<file path="src/rtl/fpcalc_pkg.sv">
// Shared types, codes and constants of the calculator keypad engine.
package fpcalc_pkg;

    localparam int unsigned ValW = 64;
    localparam logic [ValW-1:0] Scale = 64'd10000;
    localparam logic [ValW-1:0] ScaleSq = 64'd100000000;
    localparam logic [ValW-1:0] Hundred = 64'd100;
    localparam logic [ValW-1:0] DelDiv = 64'd100000;
    localparam logic [16:0] FracTen = 17'd10;
    localparam logic [16:0] FracLimit = 17'd10000;

    typedef enum logic [4:0] {
        KEY_DIGIT = 5'd0, KEY_DZERO = 5'd1, KEY_POINT = 5'd2, KEY_CLEAR = 5'd3,
        KEY_DELETE = 5'd4, KEY_NEGATE = 5'd5, KEY_ADD = 5'd6, KEY_SUB = 5'd7,
        KEY_MUL = 5'd8, KEY_DIV = 5'd9, KEY_EQUALS = 5'd10, KEY_PERCENT = 5'd11,
        KEY_SQUARE = 5'd12, KEY_SQRT = 5'd13, KEY_RECIP = 5'd14, KEY_MC = 5'd15,
        KEY_MR = 5'd16, KEY_MADD = 5'd17, KEY_MSUB = 5'd18
    } key_t;

    typedef enum logic [2:0] {
        PEND_NONE = 3'd0, PEND_ADD = 3'd1, PEND_SUB = 3'd2,
        PEND_MUL = 3'd3, PEND_DIV = 3'd4
    } pend_t;

    // operation requested of the shared arithmetic unit
    typedef enum logic [1:0] {
        AU_MUL = 2'd0, AU_DIV = 2'd1, AU_SQRT = 2'd2
    } au_op_t;

    typedef struct packed {
        logic            start;
        au_op_t          op;
        logic [ValW-1:0] a;
        logic [ValW-1:0] b;
    } au_req_t;

    typedef struct packed {
        logic            done;
        logic [ValW-1:0] result;
    } au_rsp_t;

    typedef enum logic [2:0] {
        ST_IDLE, ST_OP1, ST_WAIT1, ST_OP2, ST_WAIT2, ST_OUT
    } state_t;

endpackage

</file>
<file path="src/rtl/fpcalc_arith.sv">
// Shared iterative unit: shift-add multiply, signed restoring divide, floor square root.
module fpcalc_arith (
    input  logic                aclk,
    input  logic                aresetn,
    input  fpcalc_pkg::au_req_t req,
    output fpcalc_pkg::au_rsp_t rsp
);
    localparam int unsigned W = fpcalc_pkg::ValW;

    logic                busy_reg, busy_next;
    fpcalc_pkg::au_op_t  op_reg, op_next;
    logic [W-1:0]        acc_reg, acc_next;   // product / quotient / root
    logic [W-1:0]        rem_reg, rem_next;   // remainder
    logic [W-1:0]        x_reg, x_next;       // multiplicand / dividend magnitude
    logic [W-1:0]        y_reg, y_next;       // multiplier / divisor magnitude / bit
    logic                neg_reg, neg_next;
    logic [6:0]          cnt_reg, cnt_next;
    logic                done_reg, done_next;

    logic [W:0]   trial;
    logic [W-1:0] rsh;
    logic [W-1:0] sum;

    always_ff @(posedge aclk) begin
        if (!aresetn) begin
            busy_reg <= 1'b0;
            done_reg <= 1'b0;
        end else begin
            busy_reg <= busy_next;
            done_reg <= done_next;
        end
        op_reg  <= op_next;
        acc_reg <= acc_next;
        rem_reg <= rem_next;
        x_reg   <= x_next;
        y_reg   <= y_next;
        neg_reg <= neg_next;
        cnt_reg <= cnt_next;
    end

    always_comb begin
        busy_next = busy_reg;
        op_next   = op_reg;
        acc_next  = acc_reg;
        rem_next  = rem_reg;
        x_next    = x_reg;
        y_next    = y_reg;
        neg_next  = neg_reg;
        cnt_next  = cnt_reg;
        done_next = 1'b0;
        trial     = '0;
        rsh       = '0;
        sum       = acc_reg + y_reg;
        if (req.start) begin
            busy_next = 1'b1;
            op_next   = req.op;
            cnt_next  = '0;
            rem_next  = '0;
            acc_next  = '0;
            case (req.op)
                fpcalc_pkg::AU_MUL: begin
                    x_next   = req.a;
                    y_next   = req.b;
                    neg_next = 1'b0;
                end
                fpcalc_pkg::AU_DIV: begin
                    x_next   = req.a[W-1] ? -req.a : req.a;
                    y_next   = req.b[W-1] ? -req.b : req.b;
                    neg_next = req.a[W-1] ^ req.b[W-1];
                end
                fpcalc_pkg::AU_SQRT: begin
                    // non-positive input gives zero root
                    rem_next = ($signed(req.a) <= 0) ? '0 : req.a;
                    x_next   = '0;
                    y_next   = {2'b01, {(W-2){1'b0}}};
                    neg_next = 1'b0;
                end
                default: begin
                    x_next   = req.a;
                    y_next   = req.b;
                    neg_next = 1'b0;
                end
            endcase
        end else if (busy_reg) begin
            case (op_reg)
                fpcalc_pkg::AU_MUL: begin
                    if (y_reg[0]) acc_next = acc_reg + x_reg;
                    x_next   = x_reg << 1;
                    y_next   = y_reg >> 1;
                    cnt_next = cnt_reg + 7'd1;
                    if (cnt_reg == 7'(W - 1)) begin
                        busy_next = 1'b0;
                        done_next = 1'b1;
                    end
                end
                fpcalc_pkg::AU_DIV: begin
                    rsh   = {rem_reg[W-2:0], x_reg[W-1]};
                    trial = {1'b0, rsh} - {1'b0, y_reg};
                    x_next = x_reg << 1;
                    if (!trial[W] || rem_reg[W-1]) begin
                        rem_next = trial[W-1:0];
                        acc_next = {acc_reg[W-2:0], 1'b1};
                    end else begin
                        rem_next = rsh;
                        acc_next = {acc_reg[W-2:0], 1'b0};
                    end
                    cnt_next = cnt_reg + 7'd1;
                    if (cnt_reg == 7'(W - 1)) begin
                        busy_next = 1'b0;
                        done_next = 1'b1;
                        if (neg_reg) acc_next = -acc_next;
                    end
                end
                default: begin
                    // digit-by-digit root: acc = root, y = bit
                    if (rem_reg >= sum) begin
                        rem_next = rem_reg - sum;
                        acc_next = (acc_reg >> 1) + y_reg;
                    end else begin
                        acc_next = acc_reg >> 1;
                    end
                    y_next   = y_reg >> 2;
                    cnt_next = cnt_reg + 7'd1;
                    if (cnt_reg == 7'(W / 2 - 1)) begin
                        busy_next = 1'b0;
                        done_next = 1'b1;
                    end
                end
            endcase
        end
    end

    assign rsp.done   = done_reg;
    assign rsp.result = acc_reg;

endmodule

</file>
<file path="src/rtl/fixed_point_calculator_keypad_engine_core.sv">
// Top level of the calculator keypad engine: key sequencer and state.
//
// Channel | Dir | Handshake              | Payload
// s_axis  | in  | s_tvalid / s_tready    | s_tdata: op[4:0], digit[8:5]
// m_axis  | out | m_tvalid / m_tready    | m_tdata: display_value[63:0]; m_tuser: memory[1], error[0]
//
// A simple key gives its result without the shared unit; one 64-step pass of the
// shared unit serves a fraction digit, percent or reciprocal, two passes (delete, square,
// pending multiply or divide) serve the rest. Root is one multiply and 32 root steps.
// Reset clears the calculator registers and the unit's busy and done flags; the latched key and digit are not reset.
// s_tready is low while a key is in work or its result waits; m_tvalid holds under stall.
module fixed_point_calculator_keypad_engine_core (
    input  logic        aclk,
    input  logic        aresetn,
    input  logic        s_tvalid,
    output logic        s_tready,
    input  logic [15:0] s_tdata,   // op[4:0], digit[8:5], zeros
    output logic        m_tvalid,
    input  logic        m_tready,
    output logic [63:0] m_tdata,   // display_value
    output logic [1:0]  m_tuser    // memory_flag, error_flag
);
    localparam int unsigned W = fpcalc_pkg::ValW;

    fpcalc_pkg::state_t state_reg, state_next;
    logic [4:0]   key_reg, key_next;
    logic [3:0]   dig_reg, dig_next;
    logic [W-1:0] entry_reg, entry_next;
    logic [W-1:0] oper_reg, oper_next;
    logic [W-1:0] mem_reg, mem_next;
    fpcalc_pkg::pend_t pend_reg, pend_next;
    logic         newent_reg, newent_next;
    logic         frac_reg, frac_next;
    logic [16:0]  fdiv_reg, fdiv_next;
    logic         mflag_reg, mflag_next;
    logic         err_reg, err_next;

    fpcalc_pkg::au_req_t req;
    fpcalc_pkg::au_rsp_t rsp;

    fpcalc_arith u_arith (.aclk(aclk), .aresetn(aresetn), .req(req), .rsp(rsp));

    logic [W-1:0] dscaled;
    logic [3:0]   dclip;
    assign dclip   = (s_tdata[8:5] > 4'd9) ? 4'd9 : s_tdata[8:5];

    always_ff @(posedge aclk) begin
        if (!aresetn) begin
            state_reg  <= fpcalc_pkg::ST_IDLE;
            entry_reg  <= '0;
            oper_reg   <= '0;
            mem_reg    <= '0;
            pend_reg   <= fpcalc_pkg::PEND_NONE;
            newent_reg <= 1'b1;
            frac_reg   <= 1'b0;
            fdiv_reg   <= fpcalc_pkg::FracTen;
            mflag_reg  <= 1'b0;
            err_reg    <= 1'b0;
        end else begin
            state_reg  <= state_next;
            entry_reg  <= entry_next;
            oper_reg   <= oper_next;
            mem_reg    <= mem_next;
            pend_reg   <= pend_next;
            newent_reg <= newent_next;
            frac_reg   <= frac_next;
            fdiv_reg   <= fdiv_next;
            mflag_reg  <= mflag_next;
            err_reg    <= err_next;
        end
        key_reg <= key_next;
        dig_reg <= dig_next;
    end

    always_comb begin
        state_next  = state_reg;
        key_next    = key_reg;
        dig_next    = dig_reg;
        entry_next  = entry_reg;
        oper_next   = oper_reg;
        mem_next    = mem_reg;
        pend_next   = pend_reg;
        newent_next = newent_reg;
        frac_next   = frac_reg;
        fdiv_next   = fdiv_reg;
        mflag_next  = mflag_reg;
        err_next    = err_reg;
        req.start   = 1'b0;
        req.op      = fpcalc_pkg::AU_MUL;
        req.a       = '0;
        req.b       = '0;
        dscaled     = W'(dig_reg) * fpcalc_pkg::Scale;
        s_tready    = (state_reg == fpcalc_pkg::ST_IDLE);
        m_tvalid    = (state_reg == fpcalc_pkg::ST_OUT);
        case (state_reg)
            fpcalc_pkg::ST_IDLE: begin
                if (s_tvalid) begin
                    key_next   = s_tdata[4:0];
                    dig_next   = dclip;
                    state_next = fpcalc_pkg::ST_OP1;
                end
            end
            fpcalc_pkg::ST_OP1: begin
                // simple keys finish here; others launch the shared unit
                state_next = fpcalc_pkg::ST_OUT;
                case (key_reg)
                    fpcalc_pkg::KEY_DIGIT: begin
                        if (newent_reg) begin
                            entry_next  = dscaled;
                            newent_next = 1'b0;
                            frac_next   = 1'b0;
                            fdiv_next   = fpcalc_pkg::FracTen;
                        end else if (frac_reg) begin
                            if (fdiv_reg <= fpcalc_pkg::FracLimit) begin
                                req.start  = 1'b1;
                                req.op     = fpcalc_pkg::AU_DIV;
                                req.a      = dscaled;
                                req.b      = W'(fdiv_reg);
                                state_next = fpcalc_pkg::ST_WAIT2;
                            end
                        end else begin
                            entry_next = (entry_reg << 3) + (entry_reg << 1) + dscaled;
                        end
                    end
                    fpcalc_pkg::KEY_DZERO: begin
                        if (!newent_reg && !frac_reg)
                            entry_next = (entry_reg << 6) + (entry_reg << 5) + (entry_reg << 2);
                    end
                    fpcalc_pkg::KEY_POINT: begin
                        if (newent_reg) begin
                            entry_next  = '0;
                            newent_next = 1'b0;
                        end
                        frac_next = 1'b1;
                        fdiv_next = fpcalc_pkg::FracTen;
                    end
                    fpcalc_pkg::KEY_CLEAR: begin
                        entry_next = '0; oper_next = '0; mem_next = '0;
                        pend_next = fpcalc_pkg::PEND_NONE; newent_next = 1'b1;
                        frac_next = 1'b0; fdiv_next = fpcalc_pkg::FracTen;
                        mflag_next = 1'b0; err_next = 1'b0;
                    end
                    fpcalc_pkg::KEY_DELETE: begin
                        if (!newent_reg) begin
                            req.start  = 1'b1;
                            req.op     = fpcalc_pkg::AU_DIV;
                            req.a      = entry_reg;
                            req.b      = fpcalc_pkg::DelDiv;
                            state_next = fpcalc_pkg::ST_WAIT1;
                        end
                    end
                    fpcalc_pkg::KEY_NEGATE: entry_next = -entry_reg;
                    fpcalc_pkg::KEY_ADD, fpcalc_pkg::KEY_SUB, fpcalc_pkg::KEY_MUL,
                    fpcalc_pkg::KEY_DIV, fpcalc_pkg::KEY_EQUALS: begin
                        if (err_reg) begin
                            entry_next = '0; oper_next = '0; mem_next = '0;
                            pend_next = fpcalc_pkg::PEND_NONE; newent_next = 1'b1;
                            frac_next = 1'b0; fdiv_next = fpcalc_pkg::FracTen;
                            mflag_next = 1'b0; err_next = 1'b0;
                        end else begin
                            case (pend_reg)
                                fpcalc_pkg::PEND_ADD: begin
                                    oper_next  = oper_reg + entry_reg;
                                    entry_next = oper_reg + entry_reg;
                                end
                                fpcalc_pkg::PEND_SUB: begin
                                    oper_next  = oper_reg - entry_reg;
                                    entry_next = oper_reg - entry_reg;
                                end
                                fpcalc_pkg::PEND_MUL: begin
                                    req.start  = 1'b1;
                                    req.a      = oper_reg;
                                    req.b      = entry_reg;
                                    state_next = fpcalc_pkg::ST_WAIT1;
                                end
                                fpcalc_pkg::PEND_DIV: begin
                                    if (entry_reg == '0) begin
                                        err_next   = 1'b1;
                                        entry_next = oper_reg;
                                    end else begin
                                        req.start  = 1'b1;
                                        req.a      = oper_reg;
                                        req.b      = fpcalc_pkg::Scale;
                                        state_next = fpcalc_pkg::ST_WAIT1;
                                    end
                                end
                                default: oper_next = entry_reg;
                            endcase
                            // multiply and divide keep the old operator until their result lands
                            if (pend_reg != fpcalc_pkg::PEND_MUL &&
                                pend_reg != fpcalc_pkg::PEND_DIV) begin
                                case (key_reg)
                                    fpcalc_pkg::KEY_ADD: pend_next = fpcalc_pkg::PEND_ADD;
                                    fpcalc_pkg::KEY_SUB: pend_next = fpcalc_pkg::PEND_SUB;
                                    fpcalc_pkg::KEY_MUL: pend_next = fpcalc_pkg::PEND_MUL;
                                    fpcalc_pkg::KEY_DIV: pend_next = fpcalc_pkg::PEND_DIV;
                                    default:             pend_next = fpcalc_pkg::PEND_NONE;
                                endcase
                            end
                            newent_next = 1'b1;
                            frac_next   = 1'b0;
                            fdiv_next   = fpcalc_pkg::FracTen;
                        end
                    end
                    fpcalc_pkg::KEY_PERCENT: begin
                        req.start  = 1'b1;
                        req.op     = fpcalc_pkg::AU_DIV;
                        req.a      = entry_reg;
                        req.b      = fpcalc_pkg::Hundred;
                        state_next = fpcalc_pkg::ST_WAIT2;
                    end
                    fpcalc_pkg::KEY_SQUARE, fpcalc_pkg::KEY_SQRT: begin
                        if (key_reg == fpcalc_pkg::KEY_SQRT && entry_reg[W-1]) begin
                            err_next = 1'b1;
                        end else begin
                            req.start  = 1'b1;
                            req.a      = entry_reg;
                            req.b      = (key_reg == fpcalc_pkg::KEY_SQRT) ?
                                         fpcalc_pkg::Scale : entry_reg;
                            state_next = fpcalc_pkg::ST_WAIT1;
                        end
                    end
                    fpcalc_pkg::KEY_RECIP: begin
                        if (entry_reg == '0) begin
                            err_next = 1'b1;
                        end else begin
                            req.start  = 1'b1;
                            req.op     = fpcalc_pkg::AU_DIV;
                            req.a      = fpcalc_pkg::ScaleSq;
                            req.b      = entry_reg;
                            state_next = fpcalc_pkg::ST_WAIT2;
                        end
                    end
                    fpcalc_pkg::KEY_MC: begin
                        mem_next   = '0;
                        mflag_next = 1'b0;
                    end
                    fpcalc_pkg::KEY_MR: begin
                        entry_next  = mem_reg;
                        newent_next = 1'b1;
                    end
                    fpcalc_pkg::KEY_MADD, fpcalc_pkg::KEY_MSUB: begin
                        mem_next    = (key_reg == fpcalc_pkg::KEY_MADD) ?
                                      mem_reg + entry_reg : mem_reg - entry_reg;
                        mflag_next  = 1'b1;
                        newent_next = 1'b1;
                    end
                    default: ;
                endcase
            end
            fpcalc_pkg::ST_WAIT1: begin
                if (rsp.done) state_next = fpcalc_pkg::ST_OP2;
            end
            fpcalc_pkg::ST_OP2: begin
                // second pass of the shared unit
                state_next = fpcalc_pkg::ST_WAIT2;
                req.start  = 1'b1;
                case (key_reg)
                    fpcalc_pkg::KEY_DELETE: begin
                        req.op = fpcalc_pkg::AU_MUL;
                        req.a  = rsp.result;
                        req.b  = fpcalc_pkg::Scale;
                    end
                    fpcalc_pkg::KEY_SQRT: begin
                        req.op = fpcalc_pkg::AU_SQRT;
                        req.a  = rsp.result;
                    end
                    default: begin
                        req.op = fpcalc_pkg::AU_DIV;
                        if (key_reg != fpcalc_pkg::KEY_SQUARE &&
                            pend_reg == fpcalc_pkg::PEND_DIV) begin
                            req.a = rsp.result;
                            req.b = entry_reg;
                        end else begin
                            req.a = rsp.result;
                            req.b = fpcalc_pkg::Scale;
                        end
                    end
                endcase
            end
            fpcalc_pkg::ST_WAIT2: begin
                if (rsp.done) begin
                    state_next = fpcalc_pkg::ST_OUT;
                    case (key_reg)
                        fpcalc_pkg::KEY_DIGIT: begin
                            entry_next = entry_reg + rsp.result;
                            fdiv_next  = (fdiv_reg << 3) + (fdiv_reg << 1);
                        end
                        fpcalc_pkg::KEY_ADD, fpcalc_pkg::KEY_SUB, fpcalc_pkg::KEY_MUL,
                        fpcalc_pkg::KEY_DIV, fpcalc_pkg::KEY_EQUALS: begin
                            oper_next  = rsp.result;
                            entry_next = rsp.result;
                            case (key_reg)
                                fpcalc_pkg::KEY_ADD: pend_next = fpcalc_pkg::PEND_ADD;
                                fpcalc_pkg::KEY_SUB: pend_next = fpcalc_pkg::PEND_SUB;
                                fpcalc_pkg::KEY_MUL: pend_next = fpcalc_pkg::PEND_MUL;
                                fpcalc_pkg::KEY_DIV: pend_next = fpcalc_pkg::PEND_DIV;
                                default:             pend_next = fpcalc_pkg::PEND_NONE;
                            endcase
                        end
                        default: entry_next = rsp.result;
                    endcase
                end
            end
            fpcalc_pkg::ST_OUT: begin
                if (m_tready) state_next = fpcalc_pkg::ST_IDLE;
            end
            default: state_next = fpcalc_pkg::ST_IDLE;
        endcase
    end

    assign m_tdata = entry_reg;
    assign m_tuser = {mflag_reg, err_reg};

endmodule

</file>
<file path="config.mk">
export PLATFORM = sky130hd
export DESIGN_NAME = fixed_point_calculator_keypad_engine_core
export DESIGN_NICKNAME = d
export VERILOG_FILES = /design/src/rtl/fpcalc_pkg.sv /design/src/rtl/fpcalc_arith.sv /design/src/rtl/fixed_point_calculator_keypad_engine_core.sv
export SDC_FILE = /design/constraint.sdc
export NUM_CORES = 2
export LEC_CHECK = 0
export ABC_AREA = 0
export ABC_CLOCK_PERIOD_IN_PS = 21100
export BUFFER_PORTS_ARGS = -buffer_cell sky130_fd_sc_hd__buf_2
export CAP_MARGIN = 20
export CORE_AREA = 3 3 449 451
export DETAILED_ROUTE_END_ITERATION = 10
export DIE_AREA = 0 0 452 454
export PLACE_DENSITY = 0.64
export SYNTH_ARGS = -nofsm -noshare
export SYNTH_HDL_FRONTEND = slang
export SYNTH_HIERARCHICAL = 1
export SYNTH_SLANG_ARGS = --single-unit
</file>
<file path="constraint.sdc">
create_clock -name aclk -period 21.1 [get_ports aclk]
set_input_delay 2.11 -clock aclk [delete_from_list [all_inputs] [get_ports aclk]]
set_output_delay 2.11 -clock aclk [all_outputs]
set_load 0.01 [all_outputs]
</file>
==> metrics.cfg <==
[final_layout]
multiInputGateArea_mm2 = 0.0628
fill_cells = 20300
finish.net_count = 11500
layout_common_cells = a21oi_1, nand2_1, ha_1
final_common_cell = a21oi_1
layout.cells.non_filler = 13200
area_growth_pct = 7.62
regArea_mm2 = 0.0120
drive_gt1_frac = 0.0621

[timing]
maxSlewViolCount = 0
setup_ws_ns = 11.30
fmax_ghz = 0.102
worstMarginPinSlew_ns = 1.36
clock_skew_ns = 0.0420
final_hold_viol_count = 0
finalSetupViolCount = 0
rsz0062_at_grt = false
fin_setup_tns_ns = 0
whs_ns = 0.477
relSlewSlack = 0.0846
min_period_ns = 9.80
fin_crit_sh = 0.464

[clock_network]
post_cts_resized = 0
cts_tree = built
cts_root_buf = clkbuf_16
clock_tree.buffer_depth = 3
cts_made_buffers = 77
h-tree-depth = 3
path_clk_slew_ns = 0.06
cts_num_sinks = 495
postCtsHoldBufs = 0
insertion_delay_ns = 0.75
cts_setup_buffers = 0

[run]
drv_cap = 0

[global_routing]
track_usage = 0.335
first_global_vias = 81900
grt_use_met3 = 0.0545
antenna_found_initial = 4
grt_pass1_wl_mm = 526
grt_max_degree = 116
grt_util_met2 = 0.520
top_usage_layer = met2
grt_util_met1 = 0.462
overflow = 0

[pwr]
power.leakage_nw = 35.8
clkPwrFrac = 0.134
p_per_area_mw_per_mm2 = 123
p_int_mw = 4.69
ir_drop_mv = 0.101
swShare = 0.550
switchingPower_mw = 5.75
seqPwrFrac = 0.141
pwr-share-comb = 0.726

[outcome]
status = finished clean

[worst_setup_path]
cp.arrival_ns = 10.42
crit_slowest_cell = a2111oi_0
required_ns = 21.72
crit_type = flip-flop to flip-flop
crit_family = compound AO/OA/AOI/OAI gates
worstSetupEndpointType = flip-flop
start_kind = flip-flop
cp.buffers_inverters = 3
cp_max_fo = 73
max_stage_delay_ns = 0.86

[die]
rows = 163
start_util = 0.399
io_pins = 88
die_w_um = 452
core-area_mm2 = 0.198
fp.dieH_um = 454
die_area_mm2 = 0.205

[yosys]
synth_edf_count = 204
yosys_warnings = 6
ys_ff_latch = 495
seq_area_frac_synth = 0.151
synth_area_per_cell_um2 = 7.31
synth_ff_type = dfxtp_1
synth_area_mm2 = 0.0789
synth_nets = 11700
syn_inst = 10800
async_reset_ff_frac = 0
ys_types = 121

[routing]
ant_nets = 0
wl_per_cell_um = 27.4
drc = 0
dr_total_vias = 86400
wl_mm = 362
drtIter0Drc = 9424
viasPerCell = 6.53
first_pass_iters = 9

[placement]
io_buffer_count = 80
hpwlAfterDp_mm = 290
dp_cells = 13100
place_ws_ns = 11.55
routabilityCongestion = 0.998

[min_path]
hp-class = flip-flop to flip-flop

## cell usage after synthesis (106+ instances only)
library cell  count  area share
a21oi_1        1196       0.076
nand2_1         992       0.047
ha_1            821        0.13
nor2_1          811       0.039
o21ai_0         784       0.050
clkbuf_1        607       0.029
xnor2_1         579       0.064
inv_1           460       0.022
a21o_1          378       0.036
xor2_1          320       0.036
dfxtp_1         291       0.074
nand3_1         214       0.014
edfxtp_1        204       0.078
nor3_1          199       0.013
nand4_1         191       0.015
o22ai_1         179       0.014
o21bai_1        167       0.016
a22oi_1         157       0.015
a31oi_1         152       0.012
a221oi_1        145       0.016
a211oi_1        144       0.014
o211ai_1        119       0.011
o31ai_1         106       0.010
## logic make-up (layout without fill, tap and decap cells)
family	after synthesis	count (layout)	share of synthesized area
buffers and inverters	1164	962	0.0563
AND/OR/NAND/NOR	3005	3005	0.179
other	0	8	0
flip-flops	495	495	0.151
AO/OA/AOI/OAI	4222	4222	0.349
multiplexers	103	103	0.0131
XOR/XNOR	899	899	0.0998
adder cells (fa/ha/maj)	907	907	0.152
## area by class of cell
class,instances,share of cell area
multi-input cells,9136,0.739
inverters,466,0.0206
repair buffers,352,0.0292
clock inverters,40,0.00557
clock buffers,104,0.0256
flip-flops and latches,495,0.141
diodes,8,0.000236
well taps,2640,0.0389
## per-layer routing
layer,wire length (µm),vias up
met4,15300,0
met1,159000,41800
met2,156000,4147
met3,31700,620
met5,0,-
li1,-,39900
## final timing paths
kind,from,to,slack [ns],cells past startpoint
min reg2reg,fdiv_reg[14],fdiv_reg[14],0.48,2
min,fdiv_reg[14],fdiv_reg[14],0.48,2
max reg2reg,u_arith/acc_reg[3],u_arith/acc_reg[58],11.30,27
max,u_arith/acc_reg[3],u_arith/acc_reg[58],11.30,27
## power groups by stage
stage	Sequential (mW)	Clock, mW	Combinational, mW
after global routing	1.48	1.45	8.20
after detailed placement	1.47	0	7.33
after global placement	1.47	0	7.31
final	1.47	1.39	7.57
after floorplan	1.44	0	5.20
after CTS	1.45	1.42	7.39
## worst min-delay path, stage by stage, from the launching register on
cell and delay, ns:
dfxtp_1 0.32, nand2_1 0.06, a21oi_1 0.05
## stage by stage
stage / util / cell area, µm² / power (mW)
2_1_floorplan: - / 78900 / 6.64
4_1_cts: 0.429 / 84800 / 10.3
3_5_place_dp: 0.416 / 82200 / 8.80
6_report: 0.430 / 84900 / 10.4
3_3_place_gp: 0.416 / 82200 / 8.77
5_1_grt: 0.430 / 84900 / 11.1
Note: power is estimated with default switching activity, not from simulation.
